## src/design/u16u8_pkg.sv

```systemverilog
// shared types and constants of the utf-16be to utf-8 converter
// no dependencies; used by every module of the block
package u16u8_pkg;

	// one raw input byte of the utf-16be string
	typedef struct packed {
		logic [7:0] in_byte;
		logic       last_byte;
	} in_t;

	// one utf-8 output byte
	typedef struct packed {
		logic [7:0] utf8_byte;
		logic       byte_valid;
		logic       last_of_input;
		logic       end_of_string;
	} out_t;

	// kind of output group produced by one input byte
	localparam logic [2:0] KIND_MARK  = 3'd0;
	localparam logic [2:0] KIND_ONE   = 3'd1;
	localparam logic [2:0] KIND_TWO   = 3'd2;
	localparam logic [2:0] KIND_THREE = 3'd3;
	localparam logic [2:0] KIND_FOUR  = 3'd4;

	localparam int CP_W = 21;

	// surrogate and range limits
	localparam logic [15:0] HI_SUR_LO  = 16'hD800;
	localparam logic [15:0] HI_SUR_HI  = 16'hDBFF;
	localparam logic [15:0] LO_SUR_LO  = 16'hDC00;
	localparam logic [15:0] LO_SUR_HI  = 16'hDFFF;
	localparam logic [15:0] ONE_LIMIT  = 16'h0080;
	localparam logic [15:0] TWO_LIMIT  = 16'h0800;
	localparam logic [CP_W-1:0] SUPP_BASE = 21'h10000;

	// one classified request passed from front to back
	typedef struct packed {
		logic [2:0]      kind;
		logic [CP_W-1:0] cp;
		logic            last;
	} job_t;

	localparam int QDEPTH = 2;

endpackage

```

## src/design/u16u8_front.sv

```systemverilog
// front part: pairs bytes into utf-16 units, tracks surrogates and stop state,
// and turns accepted bytes into output jobs when bytes are produced or the string ends; uses u16u8_pkg
module u16u8_front (
	input  logic               clk,
	input  logic               arst_n,
	input  logic               take,
	input  u16u8_pkg::in_t     item,
	output logic               job_push,
	output u16u8_pkg::job_t    job
);

	logic [7:0] held_byte_q;
	logic       byte_held_q;
	logic [9:0] pend_q;
	logic       high_pending_q;
	logic       stopped_q;

	logic [7:0] held_byte_d;
	logic       byte_held_d;
	logic [9:0] pend_d;
	logic       high_pending_d;
	logic       stopped_d;

	logic [15:0] unit;
	logic        is_last;
	logic        gen;
	logic [2:0]  kind;
	logic [u16u8_pkg::CP_W-1:0] cp;

	assign unit    = {held_byte_q, item.in_byte};
	assign is_last = item.last_byte;

	// next state and classification of the current byte
	always_comb begin
		held_byte_d    = held_byte_q;
		byte_held_d    = byte_held_q;
		pend_d         = pend_q;
		high_pending_d = high_pending_q;
		stopped_d      = stopped_q;
		gen            = 1'b0;
		kind           = u16u8_pkg::KIND_MARK;
		cp             = '0;
		if (!byte_held_q) begin
			held_byte_d = item.in_byte;
			byte_held_d = 1'b1;
			// held high surrogate closes the string: emit it alone
			if (is_last && high_pending_q && !stopped_q) begin
				gen  = 1'b1;
				kind = u16u8_pkg::KIND_THREE;
				cp   = {5'd0, 6'b110110, pend_q};
			end
		end else begin
			byte_held_d = 1'b0;
			if (!stopped_q) begin
				if (high_pending_q && unit >= u16u8_pkg::LO_SUR_LO
						&& unit <= u16u8_pkg::LO_SUR_HI) begin
					high_pending_d = 1'b0;
					gen  = 1'b1;
					kind = u16u8_pkg::KIND_FOUR;
					cp   = u16u8_pkg::SUPP_BASE + {1'b0, pend_q, unit[9:0]};
				end else begin
					high_pending_d = 1'b0;
					if (unit == 16'd0) begin
						stopped_d = 1'b1;
					end else if (unit >= u16u8_pkg::HI_SUR_LO
							&& unit <= u16u8_pkg::HI_SUR_HI && !is_last) begin
						pend_d         = unit[9:0];
						high_pending_d = 1'b1;
					end else begin
						gen = 1'b1;
						cp  = {5'd0, unit};
						if (unit < u16u8_pkg::ONE_LIMIT) begin
							kind = u16u8_pkg::KIND_ONE;
						end else if (unit < u16u8_pkg::TWO_LIMIT) begin
							kind = u16u8_pkg::KIND_TWO;
						end else begin
							kind = u16u8_pkg::KIND_THREE;
						end
					end
				end
			end
		end
		// string end clears all string state
		if (is_last) begin
			byte_held_d    = 1'b0;
			high_pending_d = 1'b0;
			stopped_d      = 1'b0;
		end
	end

	// a job goes out when bytes are produced or the string ends
	assign job_push = take && (gen || is_last);
	assign job.kind = gen ? kind : u16u8_pkg::KIND_MARK;
	assign job.cp   = cp;
	assign job.last = is_last;

	// control state
	always_ff @(posedge clk or negedge arst_n) begin
		if (!arst_n) begin
			byte_held_q    <= 1'b0;
			high_pending_q <= 1'b0;
			stopped_q      <= 1'b0;
		end else if (take) begin
			byte_held_q    <= byte_held_d;
			high_pending_q <= high_pending_d;
			stopped_q      <= stopped_d;
		end
	end

	// payload state
	always_ff @(posedge clk) begin
		if (take) begin
			held_byte_q <= held_byte_d;
			pend_q      <= pend_d;
		end
	end

endmodule

```

## src/design/u16u8_queue.sv

```systemverilog
// short job queue between front and back parts
// uses u16u8_pkg for the job type and depth
module u16u8_queue (
	input  logic            clk,
	input  logic            arst_n,
	input  logic            wr,
	input  u16u8_pkg::job_t wdata,
	output logic            full,
	input  logic            rd,
	output logic            nempty,
	output u16u8_pkg::job_t rdata
);

	localparam int PW = $clog2(u16u8_pkg::QDEPTH);
	localparam int CW = $clog2(u16u8_pkg::QDEPTH + 1);

	u16u8_pkg::job_t slot_q [u16u8_pkg::QDEPTH];
	logic [PW-1:0] wptr_q;
	logic [PW-1:0] rptr_q;
	logic [CW-1:0] cnt_q;

	assign full   = (cnt_q == CW'(u16u8_pkg::QDEPTH));
	assign nempty = (cnt_q != '0);
	assign rdata  = slot_q[rptr_q];

	// pointers and fill count
	always_ff @(posedge clk or negedge arst_n) begin
		if (!arst_n) begin
			wptr_q <= '0;
			rptr_q <= '0;
			cnt_q  <= '0;
		end else begin
			if (wr) begin
				wptr_q <= (wptr_q == PW'(u16u8_pkg::QDEPTH - 1)) ? '0 : wptr_q + 1'b1;
			end
			if (rd) begin
				rptr_q <= (rptr_q == PW'(u16u8_pkg::QDEPTH - 1)) ? '0 : rptr_q + 1'b1;
			end
			if (wr && !rd) begin
				cnt_q <= cnt_q + 1'b1;
			end else if (rd && !wr) begin
				cnt_q <= cnt_q - 1'b1;
			end
		end
	end

	// storage
	always_ff @(posedge clk) begin
		if (wr) begin
			slot_q[wptr_q] <= wdata;
		end
	end

endmodule

```

## src/design/u16u8_back.sv

```systemverilog
// back part: expands one job into its utf-8 bytes, one byte per cycle while pop is high
// uses u16u8_pkg for job and result types
module u16u8_back (
	input  logic             clk,
	input  logic             arst_n,
	input  logic             job_avail,
	input  u16u8_pkg::job_t  job,
	output logic             job_pop,
	output logic             empty,
	input  logic             pop,
	output u16u8_pkg::out_t  result
);

	u16u8_pkg::job_t cur_q;
	logic            busy_q;
	logic [1:0]      idx_q;
	logic [1:0]      last_idx;
	logic            at_last;
	logic            done;
	logic [7:0]      byte_out;

	// index of the final byte of the current job
	always_comb begin
		case (cur_q.kind)
			u16u8_pkg::KIND_TWO:   last_idx = 2'd1;
			u16u8_pkg::KIND_THREE: last_idx = 2'd2;
			u16u8_pkg::KIND_FOUR:  last_idx = 2'd3;
			default:               last_idx = 2'd0;
		endcase
	end

	// byte select by kind and position
	always_comb begin
		byte_out = 8'h00;
		case (cur_q.kind)
			u16u8_pkg::KIND_ONE: byte_out = {1'b0, cur_q.cp[6:0]};
			u16u8_pkg::KIND_TWO: begin
				byte_out = (idx_q == 2'd0) ? {3'b110, cur_q.cp[10:6]}
					: {2'b10, cur_q.cp[5:0]};
			end
			u16u8_pkg::KIND_THREE: begin
				case (idx_q)
					2'd0:    byte_out = {4'b1110, cur_q.cp[15:12]};
					2'd1:    byte_out = {2'b10, cur_q.cp[11:6]};
					default: byte_out = {2'b10, cur_q.cp[5:0]};
				endcase
			end
			u16u8_pkg::KIND_FOUR: begin
				case (idx_q)
					2'd0:    byte_out = {5'b11110, cur_q.cp[20:18]};
					2'd1:    byte_out = {2'b10, cur_q.cp[17:12]};
					2'd2:    byte_out = {2'b10, cur_q.cp[11:6]};
					default: byte_out = {2'b10, cur_q.cp[5:0]};
				endcase
			end
			default: byte_out = 8'h00;
		endcase
	end

	assign at_last = (idx_q == last_idx);
	assign empty   = !busy_q;
	assign done    = busy_q && pop && at_last;
	assign job_pop = job_avail && (!busy_q || done);

	assign result.utf8_byte     = byte_out;
	assign result.byte_valid    = (cur_q.kind != u16u8_pkg::KIND_MARK);
	assign result.last_of_input = at_last;
	assign result.end_of_string = at_last && cur_q.last;

	// current job control
	always_ff @(posedge clk or negedge arst_n) begin
		if (!arst_n) begin
			busy_q <= 1'b0;
			idx_q  <= 2'd0;
		end else if (job_pop) begin
			busy_q <= 1'b1;
			idx_q  <= 2'd0;
		end else if (done) begin
			busy_q <= 1'b0;
			idx_q  <= 2'd0;
		end else if (busy_q && pop) begin
			idx_q <= idx_q + 2'd1;
		end
	end

	// current job payload
	always_ff @(posedge clk) begin
		if (job_pop) begin
			cur_q <= job;
		end
	end

endmodule

```

## src/design/utf16be_to_utf8_unit.sv

```systemverilog
// top level of the utf-16be to utf-8 converter
// depends on u16u8_pkg, u16u8_front, u16u8_queue, u16u8_back
//
// channel   direction  handshake           payload
// item      in         push / full         u16u8_pkg::in_t  (in_byte, last_byte)
// result    out        empty / pop         u16u8_pkg::out_t (utf8_byte, flags)
//
// one input byte is taken per cycle while the job queue has room
// each input byte yields 0 to 4 result bytes; the back part sends one per cycle while pop is high
// sustained rate is set by the output side
// first result is on the ports once its job has passed the queue and the back part's job register
// reset clears all string state; stalls on either side are absorbed by the queue
module utf16be_to_utf8_unit (
	input  logic            clk,
	input  logic            arst_n,
	input  logic            push,
	output logic            full,
	input  u16u8_pkg::in_t  item,
	output logic            empty,
	input  logic            pop,
	output u16u8_pkg::out_t result
);

	logic            take;
	logic            job_push;
	u16u8_pkg::job_t job_in;
	logic            q_nempty;
	logic            q_pop;
	u16u8_pkg::job_t job_out;

	assign take = push && !full;

	// front: pairing and classification
	u16u8_front u_front (
		.clk      (clk),
		.arst_n   (arst_n),
		.take     (take),
		.item     (item),
		.job_push (job_push),
		.job      (job_in)
	);

	// queue between the two parts
	u16u8_queue u_queue (
		.clk    (clk),
		.arst_n (arst_n),
		.wr     (job_push),
		.wdata  (job_in),
		.full   (full),
		.rd     (q_pop),
		.nempty (q_nempty),
		.rdata  (job_out)
	);

	// back: byte serialization
	u16u8_back u_back (
		.clk       (clk),
		.arst_n    (arst_n),
		.job_avail (q_nempty),
		.job       (job_out),
		.job_pop   (q_pop),
		.empty     (empty),
		.pop       (pop),
		.result    (result)
	);

endmodule

```

## config.mk

```make
export PLATFORM = sky130hd
export DESIGN_NAME = utf16be_to_utf8_unit
export DESIGN_NICKNAME = d
export VERILOG_FILES = /design/src/design/u16u8_pkg.sv /design/src/design/u16u8_front.sv /design/src/design/u16u8_queue.sv /design/src/design/u16u8_back.sv /design/src/design/utf16be_to_utf8_unit.sv
export SDC_FILE = /design/constraint.sdc
export NUM_CORES = 1
export LEC_CHECK = 0
export ABC_AREA = 1
export BUFFER_PORTS_ARGS = -buffer_cell sky130_fd_sc_hd__buf_2
export CAP_MARGIN = 10
export CORE_UTILIZATION = 68
export CTS_BUF_LIST = sky130_fd_sc_hd__clkbuf_8
export DETAILED_ROUTE_END_ITERATION = 10
export PLACE_DENSITY = 0.95
export SLEW_MARGIN = 10
export SYNTH_ARGS = -nofsm -noshare
export SYNTH_HDL_FRONTEND = slang
export SYNTH_SLANG_ARGS = --single-unit
```

## constraint.sdc

```tcl
create_clock -name clk -period 6.65 [get_ports clk]
set_input_delay 1.33 -clock clk [delete_from_list [all_inputs] [get_ports clk]]
set_output_delay 1.33 -clock clk [all_outputs]
set_load 0.1 [all_outputs]
```

==> run_results.csv <==
group,metric,value,unit
die,die_y,84.3,µm
cts,post_cts_resized,0,
setup_path,cp.required,5.32,ns
final_layout,finalInstanceArea,4980,µm²
logic_synthesis,syn-num-nets,460,
timing,setup_ws,2.76,ns
die,rows,29,
setup_path,endpoint_kind,"primary output",
die,core_area,6460,µm²
timing,hold_viol_final,0,
route,ant_nets,0,
timing,rsz0062_at_grt,"false",
die,start_util,0.713,
timing,maxSlewViolCount,0,
setup_path,arrival,2.56,ns
die,die_w,84.3,µm
timing,fin_crit_sh,0.585,
logic_synthesis,ys_seq_elements,103,
route,vias_per_cell,5.94,
logic_synthesis,yosysTopAreaCell,"edfxtp_1",
timing,tightest_slew,1.08,ns
hold_path,hp-class,"register to register",
timing,maxSlewHeadroom,0.276,
cts,cts_buffers,9,
global_route,grt_pass1_wl,14.8,mm
route,wl_per_cell,16.5,µm
setup_path,crit_fanout,12,
setup_path,worstSetupPathType,"register to primary output",
setup_path,rrSetupSlack,3.98,ns
cts,clock-sinks,103,
logic_synthesis,synth_top_area_share,0.607,
run_status,status,"finished with violations",
placement,placed_cell_area,4790,µm²
global_route,grt_pass1_vias,3089,
cts,cts_root_buffer,"clkbuf_8",
job,maxCapViolCount,0,
logic_synthesis,ys_seq_area_frac,0.661,
timing,fmax,0.257,GHz
setup_path,reg2reg_depth,7,
run_status,violations,"design-rule violations",
route,drc,4,
placement,hpwl,6.44,mm
timing,clock_skew,0.00914,ns
final_layout,n_fill_cell,384,
setup_path,worstSetupEndpoint,"result[7]",
logic_synthesis,ys_async_sr_fraction,0.0971,
cts,cts.htree.levels,3,
setup_path,rr_startpoint,"u_front.held_byte_q[3]",
route,vias,3261,
setup_path,cp-start-kind,"register",
cts,cts_setup_buffers,0,
timing,min_period,3.89,ns
die,io_pins,26,
setup_path,r2r_end,"u_queue.slot_q[0][20]",
final_layout,nets,486,
global_route,grt-ovfl-total,0,
logic_synthesis,ys.flop_type,"edfxtp_1",
cts,cts_tree,"yes",
placement,numPortBuffers,25,
die,die-area,7100,µm²
global_route,grt_max_degree,28,
cts,cts.path.max_buffers,2,
logic_synthesis,synth_cells,441,
cts,clk-insertion-delay-late,0.36,ns
final_layout,antenna_cells,0,
cts,clk_pin_slew_worst_paths,0.09,ns
cts,cts_hold_buf,0,
placement,post-place-ws,2.87,ns
global_route,antenna_found_initial,0,
final_layout,finish.utilization,0.771,
logic_synthesis,synth_edf_count,93,
route,drt_wl_total,9.04,mm
timing,setup_viol,0,
route,first_pass_iters,9,
global_route,gr-usage-all-layers,0.278,
logic_synthesis,avgSynthCellArea,10.4,µm²
timing,tns,0,ns
final_layout,syn2layout_area_growth,8.21,%
logic_synthesis,ys_types,34,
setup_path,critPathLaunch,"u_back.idx_q[0]",
placement,gp_congestion,0.951,
route,drtIter0Drc,336,
final_layout,drive_above_1_share,0.114,
logic_synthesis,netlist_area,4600,µm²
logic_synthesis,synthTopCellsByArea,"edfxtp_1 (61%), nand2_1 (11%), dfrtp_1 (5.4%), inv_1 (4.4%), nand3_1 (2.6%)",
logic_synthesis,ys_warn_count,0,
area by class of cell:
| cell class | count | area (µm²) | share of cell area |
|---|---|---|---|
| inverter | 59 | 221 | 0.0445 |
| timing repair buffer | 25 | 125 | 0.0251 |
| clock inverter | 7 | 66.3 | 0.0133 |
| tap | 77 | 96.3 | 0.0193 |
| multi-input combinational | 269 | 1310 | 0.262 |
| clock buffer | 9 | 124 | 0.0249 |
| sequential | 103 | 3040 | 0.611 |
critical path: stages, from the launching register on:
cell and delay [ns]:
dfrtp_1 0.44, inv_1 0.14, ha_1 0.46, inv_1 0.15
nor2_1 0.32, o21ai_0 0.12, nand3_1 0.11, buf_2 0.43
logic make-up after synthesis:
kind of cell | synth area share
xor gates and xnor gates | 0.00571
adders and majority gates | 0.0163
and+or+nand+nor | 0.190
DFF | 0.661
buffers and inverters | 0.0584
AOI/OAI and AO/OA | 0.0682
stage by stage:
| stage | std cells | hold WS, ns |
|---|---|---|
| floorplan | 441 | 0.426 |
| global placement | 533 | 0.463 |
| detailed placement | 533 | 0.475 |
| CTS | 549 | 0.496 |
| global route | 549 | 0.518 |
| finish | 549 | 0.502 |
sequential cells by signal (all words and copies together) (netlist names):
register,flops
u_front.high_pending_q,1
u_queue.slot_q,50
u_back.busy_q,1
u_back.cur_q,25
u_front.held_byte_q,8
u_front.byte_held_q,1
u_front.pend_q,10
u_queue.wptr_q,1
u_queue.cnt_q,2
u_queue.rptr_q,1
u_back.idx_q,2
u_front.stopped_q,1
metal layers:
layer | GRT usage | wire length, µm | vias to the layer above
met3 | 0.0501 | 557 | 28
met5 | 0 | 0 | -
li1 | - | - | 1534
met4 | 0.127 | 264 | 0
met1 | 0.342 | 3530 | 1546
met2 | 0.483 | 4690 | 153
layout by cell type, fill, tap and decap left out, drive strengths merged, types with 9 or more instances in the layout:
cell    count
nor2       30
nand2     142
inv        60
buf        25
edfxtp     93
nand3      27
o21ai      15
dfrtp      10
clkbuf      9
a21oi      12
o22ai      12
synthesized netlist by cell type, types with 5 or more instances:
| master | number |
|---|---|
| nand2_1 | 139 |
| edfxtp_1 | 93 |
| inv_1 | 54 |
| nor2_1 | 28 |
| nand3_1 | 24 |
| o21ai_0 | 14 |
| a21oi_1 | 12 |
| o22ai_1 | 12 |
| dfrtp_1 | 10 |
| ha_1 | 6 |
| buf_2 | 5 |
| o211ai_1 | 5 |
worst min-delay path by stage:
stage,startpoint,end,slack [ns],cells after the start
after floorplan,u_front.held_byte_q[0],u_front.pend_q[8],0.43,0
after global placement,u_queue.wptr_q,u_queue.wptr_q,0.46,2
after detailed placement,u_queue.wptr_q,u_queue.wptr_q,0.48,2
after CTS,u_queue.wptr_q,u_queue.wptr_q,0.50,2
after global routing,u_front.held_byte_q[1],u_front.pend_q[9],0.52,0
final,u_queue.wptr_q,u_queue.wptr_q,0.50,2
Power is not shown: default switching activity piles up to over one toggle a cycle in this logic, so the estimate is an artifact.
